<file path="config.mk">
export PLATFORM = sky130hd
export DESIGN_NAME = cvp_queue
export DESIGN_NICKNAME = d
export VERILOG_FILES = /design/src/cvp_pkg.sv /design/src/cvp_queue.sv
export SDC_FILE = /design/constraint.sdc
export NUM_CORES = 1
export LEC_CHECK = 0
export BUFFER_PORTS_ARGS = -buffer_cell sky130_fd_sc_hd__buf_2
export CAP_MARGIN = 20
export CORE_MARGIN = 5
export CORE_UTILIZATION = 57
export DETAILED_ROUTE_END_ITERATION = 16
export PLACE_DENSITY = 0.79
export REMOVE_ABC_BUFFERS = 1
export SETUP_SLACK_MARGIN = 0.3
export SYNTH_ARGS = -nofsm -noshare
export SYNTH_HDL_FRONTEND = slang
export SYNTH_SLANG_ARGS = --single-unit
</file>
<file path="constraint.sdc">
create_clock -name clk_i -period 5.88 [get_ports clk_i]
set_clock_uncertainty 0.1 [all_clocks]
set_input_delay 1.47 -clock clk_i [delete_from_list [all_inputs] [get_ports clk_i]]
set_output_delay 1.47 -clock clk_i [all_outputs]
set_load 0.1 [all_outputs]
</file>
<file path="src/cvp_pkg.sv">
// Shared types, constants and helpers of the camera vertex projection block.
package cvp_pkg;

  localparam int unsigned FRAC_BITS   = 12;
  localparam int unsigned TRIG_BITS   = 12;
  localparam int unsigned COORD_W     = 24;
  localparam int unsigned TRIG_W      = 14;
  localparam int unsigned WORD_W      = 32;
  localparam int unsigned NUM_W       = WORD_W + FRAC_BITS;
  localparam int unsigned HALF_W      = 120;
  localparam int unsigned HALF_H      = 80;
  localparam int unsigned QUEUE_DEPTH = 4;
  localparam int unsigned QPTR_W      = $clog2(QUEUE_DEPTH);
  localparam int unsigned CFG_IDX_W   = 3;
  localparam int unsigned CFG_DATA_W  = COORD_W;

  localparam logic [WORD_W-1:0]  FIX_ONE   = WORD_W'(1 << FRAC_BITS);
  localparam logic [COORD_W-1:0] CAM_RESET = COORD_W'(1 << (FRAC_BITS - 1));
  localparam logic [TRIG_W-1:0]  TRIG_ONE  = TRIG_W'(1 << TRIG_BITS);

  typedef enum logic [CFG_IDX_W-1:0] {
    REG_CAMERA_X,
    REG_CAMERA_Y,
    REG_CAMERA_Z,
    REG_YAW_SINE,
    REG_YAW_COSINE,
    REG_PITCH_SINE,
    REG_PITCH_COSINE
  } cfg_reg_e;

  typedef struct packed {
    logic signed [COORD_W-1:0] camera_x;
    logic signed [COORD_W-1:0] camera_y;
    logic signed [COORD_W-1:0] camera_z;
    logic signed [TRIG_W-1:0]  yaw_sine;
    logic signed [TRIG_W-1:0]  yaw_cosine;
    logic signed [TRIG_W-1:0]  pitch_sine;
    logic signed [TRIG_W-1:0]  pitch_cosine;
  } cam_cfg_t;

  typedef struct packed {
    logic signed [COORD_W-1:0] point_x;
    logic signed [COORD_W-1:0] point_y;
    logic signed [COORD_W-1:0] point_z;
  } in_word_t;

  typedef struct packed {
    logic signed [WORD_W-1:0] screen_x;
    logic signed [WORD_W-1:0] screen_y;
    logic signed [WORD_W-1:0] depth;
    logic                     zero_depth;
  } out_word_t;

  // view space point handed from the transform to the projection
  typedef struct packed {
    logic [WORD_W-1:0] x1;
    logic [WORD_W-1:0] y2;
    logic [WORD_W-1:0] z2;
  } view_t;

  function automatic logic [WORD_W-1:0] sext_coord(logic [COORD_W-1:0] v);
    return {{(WORD_W-COORD_W){v[COORD_W-1]}}, v};
  endfunction

  // product wrapped to 32 bits, then arithmetic shift by the trig fraction
  function automatic logic [WORD_W-1:0] trig_mul(logic [WORD_W-1:0] a,
                                                 logic [TRIG_W-1:0] b);
    logic signed [WORD_W-1:0] ae;
    logic signed [WORD_W-1:0] be;
    logic signed [WORD_W-1:0] p;
    ae = a;
    be = {{(WORD_W-TRIG_W){b[TRIG_W-1]}}, b};
    p  = ae * be;
    return p >>> TRIG_BITS;
  endfunction

endpackage

</file>
<file path="src/cvp_queue.sv">
// Small word queue between the view transform and the projection.
module cvp_queue import cvp_pkg::*; (
  input  logic  clk_i,
  input  logic  rst_ni,
  input  logic  push_i,
  output logic  full_o,
  input  view_t data_i,
  input  logic  pop_i,
  output logic  empty_o,
  output view_t data_o
);

  view_t             mem_q [QUEUE_DEPTH];
  logic [QPTR_W-1:0] wr_ptr_q, rd_ptr_q;
  logic [QPTR_W:0]   cnt_q;
  logic              do_push, do_pop;

  assign full_o  = cnt_q == (QPTR_W+1)'(QUEUE_DEPTH);
  assign empty_o = cnt_q == '0;
  assign do_push = push_i & ~full_o;
  assign do_pop  = pop_i & ~empty_o;
  assign data_o  = mem_q[rd_ptr_q];

  function automatic logic [QPTR_W-1:0] next_ptr(logic [QPTR_W-1:0] p);
    return (p == QPTR_W'(QUEUE_DEPTH - 1)) ? '0 : p + 1'b1;
  endfunction

  always_ff @(posedge clk_i or negedge rst_ni) begin
    if (!rst_ni) begin
      wr_ptr_q <= '0;
      rd_ptr_q <= '0;
      cnt_q    <= '0;
    end else begin
      if (do_push) wr_ptr_q <= next_ptr(wr_ptr_q);
      if (do_pop)  rd_ptr_q <= next_ptr(rd_ptr_q);
      if (do_push && !do_pop) begin
        cnt_q <= cnt_q + 1'b1;
      end else if (do_pop && !do_push) begin
        cnt_q <= cnt_q - 1'b1;
      end
    end
  end

  always_ff @(posedge clk_i) begin
    if (do_push) begin
      mem_q[wr_ptr_q] <= data_i;
    end
  end

endmodule

</file>
### After elaboration in Yosys (flattened, before gate mapping)

Memory sizes are Yosys's and may differ from the RTL's.
Index checks and enable logic that the tools add are counted.

| cells by class | value |
|---|---|
| add/subtract/negate cells | 4 |
| equal/unequal tests | 3 |
| mux-type cells | 6 |
| bitwise gates (word level) | 4 |
| reduce and logical (&&, ||, !) cells | 6 |

Operators with widths:

| kind | count |
|---|---|
| two-way mux 3 bit | 2 |
| adder 2 x 1 -> 2 bit (second input constant) | 2 |
| == test 2 bit (second input constant) | 2 |
| two-way mux 2 bit | 2 |
| adder 3 x 1 -> 3 bit (second input constant) | 1 |
| == test 3 bit (second input constant) | 1 |
| logical NOT 3 bit | 1 |
| subtractor 3 x 1 -> 3 bit (second input constant) | 1 |
| bitwise AND 1 bit | 2 |
| logical AND 1 bit | 2 |
| logical NOT 1 bit | 2 |
| two-way mux 1 bit | 2 |
| inverter 1 bit | 2 |
| nonzero test 2 bit | 1 |

| storage, ports and cells | value |
|---|---|
| bits in registers | 7 |
| RAM bits | 384 |
| bits of input ports | 100 |
| memories kept | 1 |

Memories:

| name | depth | width | rd ports | clocked after memory_dff | wr ports | RTL line | RTL |
|---|---|---|---|---|---|---|---|
| mem_q | 4 | 96 | 1 | 0 | 1 | cvp_queue.sv:13 | `view_t mem_q [QUEUE_DEPTH];` |

### Depth between registers and ports, before layout

Gate-level depths: netlist of the first run.

| logic depth | value |
|---|---|
| depth in word-level cells | 7 |
| mapped depth | 8 |
| depth with buffers taken out | 8 |

### Worst setup path after synthesis of the first run

OpenSTA, ideal clock, no wires.

| timing | value |
|---|---|
| path kind | input to register |
| start | input port push_i |
| end | memory mem_q[3][0] (netlist name), enable pin |
| setup time | 0.554 ns |
| arrival | 5.550 ns |
| slack | -0.323 ns |
| cell stages on the path | 2 |
| buffers on the path | 0 |
| cell sequence | nand2_1 nor2_1 |

| on the way | value |
|---|---|
| longest elaborated chain between the ends | 3 |

Ends and longest elaborated chain:

| element | RTL line | RTL |
|---|---|---|
| start: declaration | cvp_queue.sv:5 | `input logic push_i,` |
| bitwise AND 1 bit | cvp_queue.sv:20 | `assign do_push = push_i & ~full_o;` |
| two-way mux 1 bit | cvp_queue.sv:45 | `if (do_push) begin` |
| two-way mux 1 bit (not written as such) | cvp_queue.sv:46 | `mem_q[wr_ptr_q] <= data_i;` |
| end: declaration | cvp_queue.sv:13 |  |

No other way between the ends.

==> results by stage, run 1 <==
Outcome:
- The flow ran to the end, and the final reports show no timing, DRC or antenna violations.

Global routing:
- For this run, the total global-route usage over all layers was measured as 0.1887.
- The initial antenna violation count was 4.
- The number of global-route vias before repair is roughly 7.0k.
- The residual overflow from global routing is 0.
- The pin count of the biggest net entering global routing is 80.
- The global-route wire length before repair is ~41000 um.

Clock tree:
- The largest buffer count on any clock path is 3.
- The total number of clock tree sinks is around 390.
- The clock transition at the registers of the reported paths is approximately 0.060 ns.
- The tree is rooted in a sky130_fd_sc_hd__clkbuf_16.
- The level count of the clock H-tree is 2.
- In this run, post-CTS hold repair placed 0 buffers.
- The insertion delay of the later-clocked pin in the worst-skew pair is 0.50 ns.
- After clock tree synthesis, the repair step resized 0 gates.
- The number of CTS-inserted buffers is 38.
- Buffers added to address setup during post-CTS repair amount to 0.
- The TritonCTS clock tree is yes.

STA:
- Setup repair after global routing left no endpoint under its margin.
- The achievable frequency is around 240 MHz.
- The final-report max-slew violation count is 0.
- The share of the clock period used by the worst path after layout is 0.7167.
- The hold violation count in the final report is 0.
- For the pin with the worst max-slew slack, the measured transition is roughly 0.85 ns.
- Setup violations remaining at the end of the flow were counted as 0.
- The remaining max-slew budget at the tightest pin is 0.4364.
- Final hold analysis gives a worst-case slack of ~0.44 ns.
- The final critical-path required period is roughly 4.2 ns.

Routing:
- The length of the first detailed-routing pass in iterations is 5.
- Summed over all layers, the routed wires come to about 26000 um.
- The average routed wire per standard cell is between 20 and 25 um.
- After the first detailed-routing iteration, the DRC count stood at about 570.
- The vias per cell is around 5.6.
- The total via count after detailed routing is 6355.
- The number of routed nets with antenna violations is 0.
- After detailed routing, the number of remaining DRC violations is 0.

Die:
- The initial utilization of the core area, before any placement, comes to 0.5723.
- The die covers between 20000 and 30000 um^2.
- The area of the core is 24960 um^2.
- The boundary pin count is 198.
- The die height is roughly 170 um.
- The total number of placement rows is between 50 and 60.
- In this run the horizontal extent of the chip is 168.3 um.

Yosys:
- The share of flip-flops with an asynchronous set or reset is 0.01790.
- The netlist area before placement is ~14000 um^2.
- In this run, synthesis produced a sequential element count of about 400.
- The synthesized design spends more area on one cell type than any other, namely sky130_fd_sc_hd__edfxtp_1.
- The cell with the most instances after synthesis is sky130_fd_sc_hd__edfxtp_1.
- Sorting the synthesized cells by area gives the leading types as sky130_fd_sc_hd__edfxtp_1 (81%), sky130_fd_sc_hd__mux4_2 (15%), sky130_fd_sc_hd__dfrtp_1 (1.2%).
- For this run, the leading register cell type out of synthesis is sky130_fd_sc_hd__edfxtp_1.
- The number of synthesized flops with an enable pin is approximately 380.
- During synthesis, Yosys emitted a total of 0 warnings.
- After synthesis, the netlist uses 23 different library cells.
- The share of synthesized area in the top cell type comes to 0.8071.
- After synthesis, the mean cell area works out to between 20 and 30 um^2.
- The synthesized netlist cell count is roughly 540.
- For this run, the register share of the synthesized area comes to 0.8193.
- After synthesis, the most frequently instantiated cells are sky130_fd_sc_hd__edfxtp_1 (384), sky130_fd_sc_hd__mux4_2 (96), sky130_fd_sc_hd__buf_2 (7), sky130_fd_sc_hd__dfrtp_1 (7).

Worst setup path:
- Data arrives at the worst endpoint at between 2 and 3 ns.
- The cell with the biggest individual delay on the critical path is sky130_fd_sc_hd__dfrtp_4.
- In this run the critical register-to-register path is launched from cnt_q[2].
- The capturing instance or port of the critical path is data_o[91].
- The worst reg2reg path depth is 4.
- The critical path starts at rd_ptr_q[0].
- STA classifies the critical path endpoint as an output port.
- The critical path in this run is classified as flip-flop to output port.
- The critical register-to-register path endpoint is mem_q[0][68].
- Along the worst path, the maximum fanout reaches 55.
- The critical path goes through buf_12 -> mux4_2 -> buf_2.
- For the worst setup path, the data required time is roughly 4.3 ns.
- The critical path launch point type is a flip-flop.
- The setup check on the worst reg-to-reg path leaves a slack of ~3.3 ns.
- In this design, the stage delay of the slowest critical-path cell is approximately 0.75 ns.

Place:
- Routability-driven placement finished with a final weighted congestion of approximately 0.81.
- The wire-length estimate of the detail-placed layout is approximately 16000 um.
- During placement, the flow inserted port buffers numbering roughly 200.

Layout:
- The net total in the final layout is a little under 900.
- The area added between synthesis and finish is 18.97%.
- The share of final-layout standard cells stronger than drive strength 1 is 0.4705.

Min path:
- The worst hold path belongs to the class flip-flop to flip-flop.
- In this run the most critical hold path is launched from cnt_q[2].

Run:
- The tool flagged a number of max-cap violations equal to 0.
logic make-up after synthesis:
logic type	Yosys count	synth area share
AOI/OAI and AO/OA	2	0.001401
DFF	391	0.8193
muxes	100	0.1545
xor gates and xnor gates	3	0.001839
buffers and inverters	25	0.01173
and+or+nand+nor	11	0.004554
adders and majority gates	7	0.006655
flip-flops by register name, indices dropped and copies added (netlist names):
name      count
cnt_q         3
mem_q       384
rd_ptr_q      2
wr_ptr_q      2
per-layer routing:
layer,global-route usage,up-vias,part of all wire
met4,0.04552,8,0.018
met2,0.3159,253,0.52
met3,0.04602,42,0.074
met1,0.2563,3264,0.39
li1,-,2788,-
met5,0,-,0.0015
layout by cell type (no fill, tap or decap), types with 3 or more instances in the layout:
master                        n
sky130_fd_sc_hd__buf_2      197
sky130_fd_sc_hd__clkbuf_16   41
sky130_fd_sc_hd__ha_1         6
sky130_fd_sc_hd__inv_1        3
sky130_fd_sc_hd__clkinv_2     7
sky130_fd_sc_hd__mux4_2      96
sky130_fd_sc_hd__clkinv_1     7
sky130_fd_sc_hd__bufinv_16    5
sky130_fd_sc_hd__and2_4       3
sky130_fd_sc_hd__dfrtp_1      5
sky130_fd_sc_hd__buf_4        9
sky130_fd_sc_hd__mux2_2       4
sky130_fd_sc_hd__clkbuf_1     7
sky130_fd_sc_hd__buf_12       3
sky130_fd_sc_hd__edfxtp_1   384
through the flow:
step	TNS, ns	util	setup WS [ns]	area [um^2]	cells
floorplan	-76.37	-	-0.4720	14130	517
global placement	0	0.6273	1.990	15660	1055
global route	0	0.6808	1.428	17000	1127
CTS	0	0.6789	1.354	16950	1125
finish	0	0.6809	1.666	17000	1128
detailed placement	0	0.6273	1.917	15660	1055
worst min-delay path by stage:
stage / endpoint / slack (ns) / cells past startpoint
after CTS: cnt_q[2] / 0.44 / 1
after global placement: cnt_q[2] / 0.41 / 1
final: cnt_q[2] / 0.44 / 1
after floorplan: cnt_q[2] / 0.39 / 1
after detailed placement: cnt_q[2] / 0.43 / 1
after global routing: cnt_q[2] / 0.46 / 1
area by class of cell:
cell class | instances | area (um^2)
fillers | 1574 | 7966
flip-flops and latches | 391 | 11710
well taps | 330 | 412.9
diodes | 1 | 2.502
repair buffers | 210 | 1141
multi-input cells | 123 | 2429
clock inverters | 22 | 235.2
inverters | 3 | 11.26
clock buffers | 48 | 1052
critical path: cells and delay by family (launching register included):
family	cells	cell delay, ns
muxes	1	0.59
buffers and inverters	2	0.76
DFF	1	0.75
Power of run 1 is not shown: default switching activity piles up to over one toggle a cycle in this logic, so the estimate is an artifact.
==> run 2, diff against run 1 <==
--- a/config.mk
+++ b/config.mk
@@ -8,9 +8,9 @@
 export BUFFER_PORTS_ARGS = -buffer_cell sky130_fd_sc_hd__buf_2
 export CAP_MARGIN = 20
 export CORE_MARGIN = 5
-export CORE_UTILIZATION = 57
+export CORE_UTILIZATION = 51
 export DETAILED_ROUTE_END_ITERATION = 16
-export PLACE_DENSITY = 0.79
+export PLACE_DENSITY = 0.75
 export REMOVE_ABC_BUFFERS = 1
 export SETUP_SLACK_MARGIN = 0.3
 export SYNTH_ARGS = -nofsm -noshare
==> constraint.sdc (replaced) <==
create_clock -name clk_i -period 3.5 [get_ports clk_i]
set_clock_uncertainty 0.1 [all_clocks]
set_input_delay 0.875 -clock clk_i [delete_from_list [all_inputs] [get_ports clk_i]]
set_output_delay 0.875 -clock clk_i [all_outputs]
set_load 0.1 [all_outputs]
==> results by stage, run 2 (same netlist as run 1, synthesis figures left out) <==
Outcome:
- The run finished with clean final reports.

Worst setup path:
- The capturing instance or port of the critical path is data_o[55].
- The critical path launch point type is a flip-flop.
- The start point of the critical path is rd_ptr_q[0].
- The worst setup slack for register-to-register paths is 1.19 ns.
- The worst setup path is captured at an output port.
- The critical register-to-register path endpoint is cnt_q[1].
- At the worst endpoint, the required time is between 2 and 3 ns.
- In this run the critical register-to-register path is launched from cnt_q[0].
- The setup path with the least slack is of type flip-flop to output port.
- Counting cells, the worst reg-to-reg path comes to 6.
- The critical-path maximum fanout is 31.
- The arrival time of the worst setup path is roughly 2.2 ns.

Layout:
- From synthesis to final layout, the design area changed by 19.71%.
- Counting flops per register, the top entry is mem_q.
- The leading cell type in the layout, fill and taps excluded is sky130_fd_sc_hd__edfxtp_1.
- In the layout the commonest cells are sky130_fd_sc_hd__edfxtp_1 (384), sky130_fd_sc_hd__buf_2 (197), sky130_fd_sc_hd__mux4_2 (96).
- The register with the most flip-flops in the layout has between 300 and 400 of them.
- The finished layout holds 1177 standard cells, fillers aside.
- The largest registers in the layout are mem_q x384, cnt_q x3.
- Of the cells placed in the final design, the portion with a size suffix greater than 1 is 0.4699.
- The net total in the final layout is ~900.

Die:
- The initialized floorplan defines 61 standard-cell rows.
- The die height is ~180 um.
- The initial utilization of the core area, before any placement, comes to 0.5157.
- The die is between 150 and 200 um wide.
- The full die area is about 31000 um^2.
- During I/O placement, the number of pins put on the boundary was roughly 200.
- After floorplanning, the core was sized to cover 27710 um^2.

Clock tree:
- The largest buffer count on any clock path is 3.
- TritonCTS built the clock tree.
- The number of buffers inserted to repair setup after CTS is 0.
- Counting every sink on the clock net gives between 300 and 400.
- In this run the number of H-tree levels came out at 2.
- The tree is rooted in a sky130_fd_sc_hd__clkbuf_16.
- The later pin in the worst-skew pair is clocked with a latency of 0.51 ns.
- The number of CTS-inserted buffers is 39.
- Clock-pin slew was measured on the worst setup and hold paths at 0.06 ns.

STA:
- The final-report max-slew violation count came to 0.
- At the pin with the least slew margin, the transition time is slightly above 0.8 ns.
- The final critical-path required period is between 3 and 4 ns.
- Dividing the final minimum period by the clock period gives 0.9124.
- Final hold analysis gives a worst-case slack of 0.1068 ns.
- Setup repair after global routing could not meet its margin everywhere.
- The count of final setup violators is 0.
- Measured against its own limit, the worst slew margin works out to 0.4533.
- For this run, the top clock speed supported by timing is approximately 310 MHz.
- The hold violation count in the final report came to 0.

Routing:
- The detailed router finished its first iteration with about 440 violations.
- The count of nets left with antenna violations once routing finished came out at 0.
- The total via count after detailed routing is roughly 6.5k.
- In the routed layout, each cell is associated on average with a via count of roughly 5.5.
- After detailed routing, the average wire length per cell comes to ~23 um.
- Wires add up to ~27000 um.
- The first TritonRoute pass finished after 5 iterations.
- The number of remaining DRC errors is 0.

Global routing:
- Summed over all layers, the global routing overflow is 0.
- The first global-routing pass estimated a little over 40000 um of wire.
- The number of global-route vias before repair came to 7145.
- The pin count of the biggest net entering global routing is 52.
- The initial antenna violation count was 4.
- In the global route stage, overall resource usage came out at 0.1744.

Run:
- The max-capacitance violation count is 0.

Place:
- The congestion estimate from routability-driven global placement came to around 0.72.
- The total of buffers placed on input and output ports is 197.
- The HPWL after detailed placement is between 15000 and 20000 um.
- The number of cells in the design after placement is approximately 1.1k.

Min path:
- The worst min-delay path class is input pin to asynchronous set/reset pin.
-- run 2: changes by cell type in the layout (fill, tap and decap cells not counted), moves of 3 or more --
| cell | delta |
|---|---|
| sky130_fd_sc_hd__clkinv_1 | -3 |
| sky130_fd_sc_hd__clkbuf_1 | +4 |
| sky130_fd_sc_hd__clkinv_2 | -3 |
| sky130_fd_sc_hd__buf_12 | +3 |
-- run 2: how the worst min path moves through the flow --
| stage | slack, ns | start | end | cells after the start |
|---|---|---|---|---|
| 2_1_floorplan | 0.39 | cnt_q[2] | cnt_q[2] | 1 |
| 3_3_place_gp | 0.41 | cnt_q[2] | cnt_q[2] | 1 |
| 3_5_place_dp | 0.47 | wr_ptr_q[1] | wr_ptr_q[1] | 1 |
| 4_1_cts | 0.09 | rst_ni | cnt_q[0] | 1 |
| 5_1_grt | 0.1 | rst_ni | rd_ptr_q[1] | 1 |
| 6_report | 0.11 | rst_ni | cnt_q[1] | 1 |
-- run 2: worst max-delay path: stages (launching register included) --
cell and delay, ns:
sky130_fd_sc_hd__dfrtp_4 0.49, sky130_fd_sc_hd__buf_12 0.27, sky130_fd_sc_hd__mux4_2 0.59, sky130_fd_sc_hd__buf_2 0.32
-- run 2: layout make-up --
class	count	area [um^2]
antenna	1	2.502
inverter	3	11.26
fill	1876	10600
multi-input combinational	123	2429
tap	378	473.0
clock inverter	16	186.4
sequential	391	11710
timing repair buffer	213	1221
clock buffer	52	1067
-- run 2: what timing repair did --
item,4_1_cts,5_1_grt
setup endpoints to repair,65,85
hold buffers,0,0
gates resized for setup,2,0
cloned,1,0
-- run 2: metrics by stage --
stage	utilization	setup WS, ns	setup TNS [ns]	cell area (um^2)
4_1_cts	0.6173	0.2570	0	17100
2_1_floorplan	-	-2.257	-562.90	14130
3_3_place_gp	0.5707	0.6689	0	15810
3_5_place_dp	0.5707	0.6293	0	15810
5_1_grt	0.6173	0.2288	0	17100
6_report	0.6174	0.3066	0	17100
-- run 2: routing by layer --
| metal | part of all wire | GRT usage | routed length, um |
|---|---|---|---|
| met2 | 0.51 | 0.2933 | 13800 |
| met5 | 0.0020 | 0 | 53 |
| met4 | 0.019 | 0.04286 | 502 |
| met3 | 0.079 | 0.04303 | 2146 |
| met1 | 0.39 | 0.2339 | 10510 |
Power of run 2 is left out for the same reason.
